==> config.mk <==
export PLATFORM = sky130hd
export DESIGN_NAME = sllam_front
export DESIGN_NICKNAME = d
export VERILOG_FILES = /design/src/hdl/sllam_pkg.sv /design/src/hdl/sllam_front.sv
export SDC_FILE = /design/constraint.sdc
export NUM_CORES = 1
export LEC_CHECK = 0
export BUFFER_PORTS_ARGS = -buffer_cell sky130_fd_sc_hd__buf_2
export CAP_MARGIN = 5
export CORE_UTILIZATION = 45
export CTS_CLUSTER_SIZE = 10
export DETAILED_ROUTE_END_ITERATION = 10
export GPL_ROUTABILITY_DRIVEN = 0
export MAX_ROUTING_LAYER = met4
export PLACE_DENSITY = 0.7
export SETUP_SLACK_MARGIN = 0.02
export SYNTH_ARGS = -nofsm -noshare
export SYNTH_HDL_FRONTEND = slang
export SYNTH_SLANG_ARGS = --single-unit
==> constraint.sdc <==
create_clock -name clk -period 5.1 [get_ports clk]
set_input_delay 0.51 -clock clk [delete_from_list [all_inputs] [get_ports clk]]
set_output_delay 0.51 -clock clk [all_outputs]
set_load 0.02 [all_outputs]
==> src/hdl/sllam_pkg.sv <==
// ----------------------------------------------------------------------------
// sllam_pkg
// Shared types and helpers for the stacked linear layers block.
// ----------------------------------------------------------------------------
package sllam_pkg;

  typedef enum logic [2:0] {
    OP_NOP,
    OP_WEIGHT,
    OP_LOAD,
    OP_LOAD_RUN,
    OP_RUN
  } op_t;

  typedef enum logic [1:0] {
    ST_IDLE,
    ST_RUN,
    ST_DRAIN,
    ST_EMIT
  } state_t;

  localparam int unsigned DataW = 32;
  localparam int unsigned AccW  = 64;
  localparam int unsigned CfgW  = 3;
  localparam int unsigned IdxW  = 4;

  function automatic logic [DataW-1:0] sat_q16(input logic signed [AccW-1:0] a);
    logic signed [AccW-1:0]  full;
    logic signed [AccW-17:0] sh;
    full = a >>> 16;
    sh   = full[AccW-17:0];
    if (sh > 48'sd2147483647) begin
      return 32'h7FFF_FFFF;
    end else if (sh < -48'sd2147483648) begin
      return 32'h8000_0000;
    end
    return sh[DataW-1:0];
  endfunction

endpackage

==> src/hdl/sllam_front.sv <==
// ----------------------------------------------------------------------------
// sllam_front
// Accepts input beats, decodes them into operations and queues them.
// ----------------------------------------------------------------------------
module sllam_front #(
  parameter int unsigned NODES  = 16,
  parameter int unsigned LAYERS = 4
) (
  input  logic                                    clk,
  input  logic                                    rst,
  input  logic                                    in_valid,
  output logic                                    in_stall,
  input  logic                                    func,
  input  logic [1:0]                              layer_index,
  input  logic [3:0]                              from_node,
  input  logic [3:0]                              to_node,
  input  logic signed [31:0]                      value,
  input  logic                                    last,
  output logic                                    q_valid,
  input  logic                                    q_pop,
  output sllam_pkg::op_t                          q_op,
  output logic [$clog2(LAYERS*NODES*NODES)-1:0]   q_addr,
  output logic [$clog2(NODES)-1:0]                q_vidx,
  output logic [31:0]                             q_value
);
  import sllam_pkg::*;

  localparam int unsigned AW = $clog2(LAYERS*NODES*NODES);
  localparam int unsigned NW = $clog2(NODES);

  op_t              op_d;
  logic [31:0]      addr_full;
  logic             push;
  op_t              f_op    [2];
  logic [AW-1:0]    f_addr  [2];
  logic [NW-1:0]    f_vidx  [2];
  logic [31:0]      f_value [2];
  logic             wr_ptr;
  logic             rd_ptr;
  logic [1:0]       count;

  always_comb begin
    addr_full = 32'(layer_index) * 32'(NODES*NODES) + 32'(to_node) * 32'(NODES)
              + 32'(from_node);
    if (!func) begin
      if (32'(layer_index) < LAYERS && 32'(from_node) < NODES && 32'(to_node) < NODES) begin
        op_d = OP_WEIGHT;
      end else begin
        op_d = OP_NOP;
      end
    end else if (32'(from_node) < NODES) begin
      op_d = last ? OP_LOAD_RUN : OP_LOAD;
    end else begin
      op_d = last ? OP_RUN : OP_NOP;
    end
  end

  assign in_stall = (count == 2'd2);
  assign push     = in_valid && !in_stall;
  assign q_valid  = (count != 2'd0);
  assign q_op     = f_op[rd_ptr];
  assign q_addr   = f_addr[rd_ptr];
  assign q_vidx   = f_vidx[rd_ptr];
  assign q_value  = f_value[rd_ptr];

  always_ff @(posedge clk) begin
    if (push) begin
      f_op[wr_ptr]    <= op_d;
      f_addr[wr_ptr]  <= addr_full[AW-1:0];
      f_vidx[wr_ptr]  <= NW'(from_node);
      f_value[wr_ptr] <= value;
    end
    if (rst) begin
      wr_ptr <= 1'b0;
      rd_ptr <= 1'b0;
      count  <= 2'd0;
    end else begin
      if (push) begin
        wr_ptr <= !wr_ptr;
      end
      if (q_pop) begin
        rd_ptr <= !rd_ptr;
      end
      count <= count + 2'(push) - 2'(q_pop);
    end
  end

endmodule

==> out/metrics.csv, run 1 <==
metric,value,unit
crit end category,output port,
vias in the first global route,1781,
row cnt,31,
"Hold Vio Cnt, Final",0,
total grt overflow,0,
Starting DRT DRC Count,90,
"CTS clk-pin slew, worst paths",90,ps
status,"finished, final reports clean",
Setup Buffers After CTS,0,
"IR drop worst, VDD",0.213,mV
Peak Freq,400,MHz
Slowest cell on crit path,dfxtp_2,
GRT Total Usage,0.145,
Max-slew headroom,0.306,
ANT cells,0,
CP max FO,44,
DRT Pass-1 Iters,4,
"Avg Cell Area, Syn",20.4,sq um
Mapped Nets,220,
Post-synth EDFFs,88,
largest net degree at the start of global routing,45,
die width,90.1,um
Setup TNS,0,ps
hold buffers post-CTS,0,
first-pass GRT wire length,8580,um
"Seq/Total Area, Yosys",0.786,
CP required,4590,ps
WL/cell,14.7,um
placed cells,359,
Root Driver,clkbuf_8,
total of max-cap violations,0,
Async SR Flop Fraction,0,
vias per inst,4.73,
delay of the slowest critical-path stage,1000,ps
htree depth,3,
initial antenna violation count,0,
Min-Delay Path Class,primary input to register,
leakage power,1.61,nW
Post-CTS Resized,0,
area delta synth->final,23.1,%
Synth Register Bits,93,
Final setup viols,0,
share of cells above drive strength 1,0.591,
CTS sink cnt,93,
Ports,99,
die footprint,8110,sq um
period utilization,0.490,
drt drc,0,
Clock Latency Late Sink,350,ps
cts bufs inserted,9,
Starting Density,0.474,
final std cells w/o fill,375,
port buffer count,97,
Layout Skew,3.83,ps
CTS tree,yes,
Tmin final,2500,ps
Slew @ Worst Pin,1040,ps
Post-DP HPWL,3570,um
Routed Antenna Nets,0,
Synth Flop Type,edfxtp_1,
fin. max-slew vios,0,
Pwr per Cell Area,419,nW/um^2
post-synth cell types,24,
worst endpoint data arrival time,1990,ps
Yosys warning count,0,
mapped cell area,3490,sq um
Die Y,90.1,um
CP startpoint kind,register,
nets,320,
vias,1774,
CORE AREA,7370,sq um
Cells after Synth,171,
Max Root-Sink Buffers,2,
RSZ-0062 raised after global routing,no,
Post-Route WL,5510,um
CP cell instances,mux2_2 -> buf_2,
kind of critical path,register to output port,
## sequential cells by signal, summed over array words and instances (netlist names), named ones only
| name | cells |
|---|---|
| f_value | 64 |
| wr_ptr | 1 |
| count | 2 |
| f_op | 4 |
| rd_ptr | 1 |
| f_addr | 20 |
## routing by layer
metal  vias to the layer above  share of wire  track usage
li1                        853              -            -
met1                       843           0.44        0.183
met2                        70           0.48        0.214
met3                         8          0.062       0.0406
met4                         0          0.018       0.0726
met5                         -              0            -
## cells by family after synthesis
| group | Yosys count | share of synthesized area |
|---|---|---|
| flops | 93 | 0.786 |
| mux | 46 | 0.148 |
| simple gates | 13 | 0.0251 |
| buf+inv | 13 | 0.0283 |
| compound gates | 3 | 0.00538 |
| fa+ha+maj | 1 | 0.00358 |
| other cells | 1 | 0.00107 |
| xor+xnor | 1 | 0.00251 |
## final timing paths
| path | startpoint | endpoint | slack (ps) | cells past startpoint |
|---|---|---|---|---|
| max | register | q_value[19] | 2600 | 2 |
| min | value[18] | f_value[0][18] | 340 | 1 |
| max reg2reg | count[0] | f_addr[0][4] | 3150 | 3 |
| min reg2reg | rd_ptr | register | 520 | 2 |
## metrics by stage
| stage | hold slack (ps) | power (mW) | cell area [sq um] | worst slack (ps) | utilization |
|---|---|---|---|---|---|
| 3_3_place_gp | 495 | 1.20 | 4030 | 2930 | 0.547 |
| 6_report | 338 | 1.80 | 4300 | 2600 | 0.583 |
| 4_1_cts | 318 | 1.82 | 4300 | 2540 | 0.583 |
| 2_1_floorplan | 480 | 1.12 | 3490 | 776 | - |
| 3_5_place_dp | 507 | 1.21 | 4030 | 2890 | 0.547 |
| 5_1_grt | 314 | 1.87 | 4300 | 2470 | 0.583 |
## synthesized netlist by cell type, types with 2 or more instances
library cell	count	share of area
dfxtp_1	5	0.029
buf_6	4	0.013
nor3b_1	2	0.0043
nor2_1	3	0.0032
mux2_1	4	0.013
edfxtp_1	88	0.76
mux2_2	41	0.13
buf_4	5	0.011
o21ai_0	2	0.0029
inv_1	3	0.0032
## power breakdown
part / internal (mW) / switching [mW]
sequential: 0.905 / 0.0270
clock: 0.375 / 0.243
combinational: 0.104 / 0.148
total: 1.38 / 0.418
## worst max-delay path, delay by kind of cell (launching register included)
| family | cells | cell delay (ps) |
|---|---|---|
| flops | 1 | 1000 |
| mux | 1 | 430 |
| buf+inv | 1 | 160 |
## layout make-up
cell class                      count  area, sq um
Multi-Input combinational cell     65          653
Tap cell                           99          124
Fill cell                         581         3070
Inverter                            3         11.3
Sequential cell                    93         2740
Clock inverter                      6          135
Timing Repair Buffer               99          500
Clock buffer                       10          128
## cells in the final DEF (no fill, tap or decap)
cell and n:
or3_4 1, inv_1 2, buf_2 97, clkbuf_1 1
xnor2_1 1, mux2i_1 1, or2_2 1, mux2_2 41
clkbuf_8 9, nand2b_1 1, nand2_1 1, clkinvlp_4 2
dfxtp_1 4, ha_1 1, buf_4 2, bufinv_16 4
nor2b_4 1, nor2_1 3, inv_2 1, nor2b_2 1
conb_1 1, a21oi_2 1, nor2b_1 1, nor3b_1 1
edfxtp_1 88, nor3_1 1, mux2_1 4, dfxtp_2 1
o21ai_0 2, nor3b_2 1
Note: power is estimated with default switching activity, not from simulation.
==> run 2, diff against run 1 <==
- ABC_AREA: unset -> 1
- PLACE_DENSITY: 0.7 -> 0.69
- clock period: 5.1 -> 2.6 ns (I/O delays scaled with it)
==> out/metrics.csv, run 2 <==
metric,value,unit,change
Max Root-Sink Buffers,2,,unchanged
Synth Register Bits,93,,unchanged
Max-slew headroom,0.652,,+0.346
Tmin final,1820,ps,
Min-Delay Path Class,primary input to register,,
final instance area,4360,sq um,+1.6%
vias,1799,,+1.4%
Clock Latency Late Sink,350,ps,about the same
Synth Area in Adders,0.00343,,-0.000157
Root Driver,clkbuf_8,,
Async SR Flop Fraction,0,,unchanged
Synth area leader,edfxtp_1,,
Yosys warning count,0,,unchanged
main combinational cell family by area after synthesis,multiplexers,,
top-area cell type share of the netlist area,0.724,,-0.0332
fin. max-slew vios,0,,unchanged
CORE AREA,7770,sq um,+5.4%
Post-CTS Resized,0,,unchanged
worst r2r src,count[0],,
R2R setup slack,880,ps,-2270 ps
row cnt,32,,+3.2%
"CTS clk-pin slew, worst paths",80,ps,about the same
ANT cells,0,,unchanged
Post-Route WL,5530,um,+0.31%
port buffer count,97,,unchanged
CP max FO,44,,unchanged
die footprint,8480,sq um,+4.5%
Cells after Synth,176,,+2.9%
htree depth,3,,unchanged
hold buffers post-CTS,0,,unchanged
Setup TNS,0,ps,unchanged
mapped cell area,3650,sq um,+4.6%
Synth Flop Type,edfxtp_1,,
largest net degree at the start of global routing,45,,unchanged
GRT Total Usage,0.139,,-0.00581
largest reg by FF count,f_value,,
Peak Freq,549,MHz,
period utilization,0.700,,
"Core Util, Final",0.562,,-0.0210
Hold Path Depth,2,,+1
nets,327,,+2.2%
drt drc,0,,unchanged
die width,92.1,um,+2.2%
first-pass GRT wire length,8360,um,-2.5%
WL/cell,14.4,um,-2.3%
CTS tree,yes,,
Reg-to-Reg End,f_value[1][6],,
area delta synth->final,19.6,%,
"Avg Cell Area, Syn",20.7,sq um,+1.6%
CP cell instances,buf_12 -> mux2_2 -> buf_2,,
Post-Synth Simple-Gate Area,0.0185,,-0.00659
Power Total,3.27,mW,+82%
DP Worst Slack,832,ps,-2050 ps
Synth Area in XOR/XNOR,0.00480,,+0.00229
top-count cell post-synth,edfxtp_1,,
post-layout worst setup margin,779,ps,-1820 ps
kind of critical path,register to output port,,
total grt overflow,0,,unchanged
"IR drop worst, VDD",0.388,mV,+82%
Mapped Nets,225,,+2.3%
"Seq/Total Area, Yosys",0.751,,-0.0345
Routed Antenna Nets,0,,unchanged
CP startpoint kind,register,,
CTS sink cnt,93,,unchanged
Ports,99,,unchanged
Layout Skew,8.00,ps,+4.16 ps
"commonest non-fill, non-tap cell in the layout",buf_2,,
placed inst area,4200,sq um,+4.1%
Post-synth EDFFs,88,,unchanged
Final setup viols,0,,unchanged
compound-cell area share of the yosys netlist,0.00137,,-0.00401
initial antenna violation count,0,,unchanged
CP required,2340,ps,-2250 ps
crit end category,output port,,
total of max-cap violations,0,,unchanged
Post-DP HPWL,3780,um,+5.7%
cts bufs inserted,9,,unchanged
Largest register FFs,64,,unchanged
RSZ-0062 raised after global routing,no,,
worst endpoint data arrival time,1560,ps,-430 ps
Starting DRT DRC Count,64,,-29%
Synth top cells by count,"edfxtp_1 (88), mux2_4 (40), nand2_1 (8), inv_1 (7), nor2_1 (7)",,
post-synth cell types,16,,-33%
Die Y,92.1,um,+2.2%
worst hold start,rst,,
"Hold Vio Cnt, Final",0,,unchanged
largest cells by area after synthesis,"edfxtp_1 (72%), mux2_4 (16%), dfxtp_1 (2.7%)",,
Slowest cell on crit path,mux2_2,,
vias in the first global route,1732,,-2.8%
vias per inst,4.67,,-1.2%
Slew @ Worst Pin,521,ps,-520 ps
leakage power,1.77,nW,+9.6%
delay of the slowest critical-path stage,400,ps,-600 ps
post-synthesis mux area share,0.177,,+0.0288
Starting Density,0.470,,-0.00364
Setup Buffers After CTS,0,,unchanged
status,"finished, final reports clean",,
Top Registers,"f_value: 64 flops, f_addr: 20 flops, f_op: 4 flops",,
share of cells above drive strength 1,0.576,,-0.0146
most frequent cells in the layout,"buf_2 (97), edfxtp_1 (88), mux2_4 (40)",,
DRT Pass-1 Iters,4,,unchanged
Pwr per Cell Area,750,nW/um^2,+79%
Worst Reg-to-Reg Cells,7,,+4
run 2: cell count changes in the layout (fill, tap and decap cells not counted), sizes merged, moves of 2 or more:
cell,change
nor2,+4
clkinv,+4
nand2,+7
bufinv,-4
inv,+5
buf,+2
o21ai,-2
nor3b,-2
nor2b,-3
run 2: power by group:
part	leakage, nW	switching (mW)	internal, mW
combinational	0.823	0.355	0.273
clock	0.0841	0.472	0.346
sequential	0.860	0.0344	1.79
total	1.77	0.861	2.41
run 2: layer usage:
metal | part of all wire | vias to the layer above | GRT usage
li1 | - | 854 | -
met1 | 0.43 | 871 | 0.162
met5 | 0 | - | -
met2 | 0.50 | 61 | 0.221
met3 | 0.050 | 13 | 0.0315
met4 | 0.023 | 0 | 0.0794
run 2: cell type report:
type,count,area (sq um)
Tap cell,102,128
Timing Repair Buffer,101,541
Multi-Input combinational cell,66,759
Clock buffer,10,128
Clock inverter,6,38.8
Inverter,7,26.3
Sequential cell,93,2740
Fill cell,642,3400
run 2: kinds of logic (layout without fill, tap and decap cells):
group | count (synthesis) | after routing
flip-flops | 93 | 93
multiplexers | 44 | 44
AND/OR/NAND/NOR | 17 | 17
buffers and inverters | 17 | 124
XOR/XNOR | 2 | 2
adder cells (fa/ha/maj) | 1 | 1
other | 1 | 1
AO/OA/AOI/OAI | 1 | 1
run 2: worst max path at each step:
stage / startpoint / to / slack (ps) / cells after the start
after floorplan: count[0] / f_addr[0][0] / 520 / 4
after global routing: count[0] / f_value[1][13] / 700 / 7
after CTS: register / q_value[31] / 740 / 3
after global placement: count[0] / f_value[1][10] / 900 / 7
final: register / q_value[31] / 780 / 3
after detailed placement: count[0] / f_value[1][9] / 830 / 7
run 2: stage by stage:
stage | hold slack [ps] | cells
3_5_place_dp | 451 | 369
6_report | 91.8 | 385
2_1_floorplan | 332 | 176
3_3_place_gp | 448 | 369
4_1_cts | 72.0 | 385
5_1_grt | 73.0 | 385
run 2: worst max-delay path: cells and delay by family (launching register included):
kind     cells  cell delay, ps
mux          1             400
flops        1             340
buf+inv      2             450
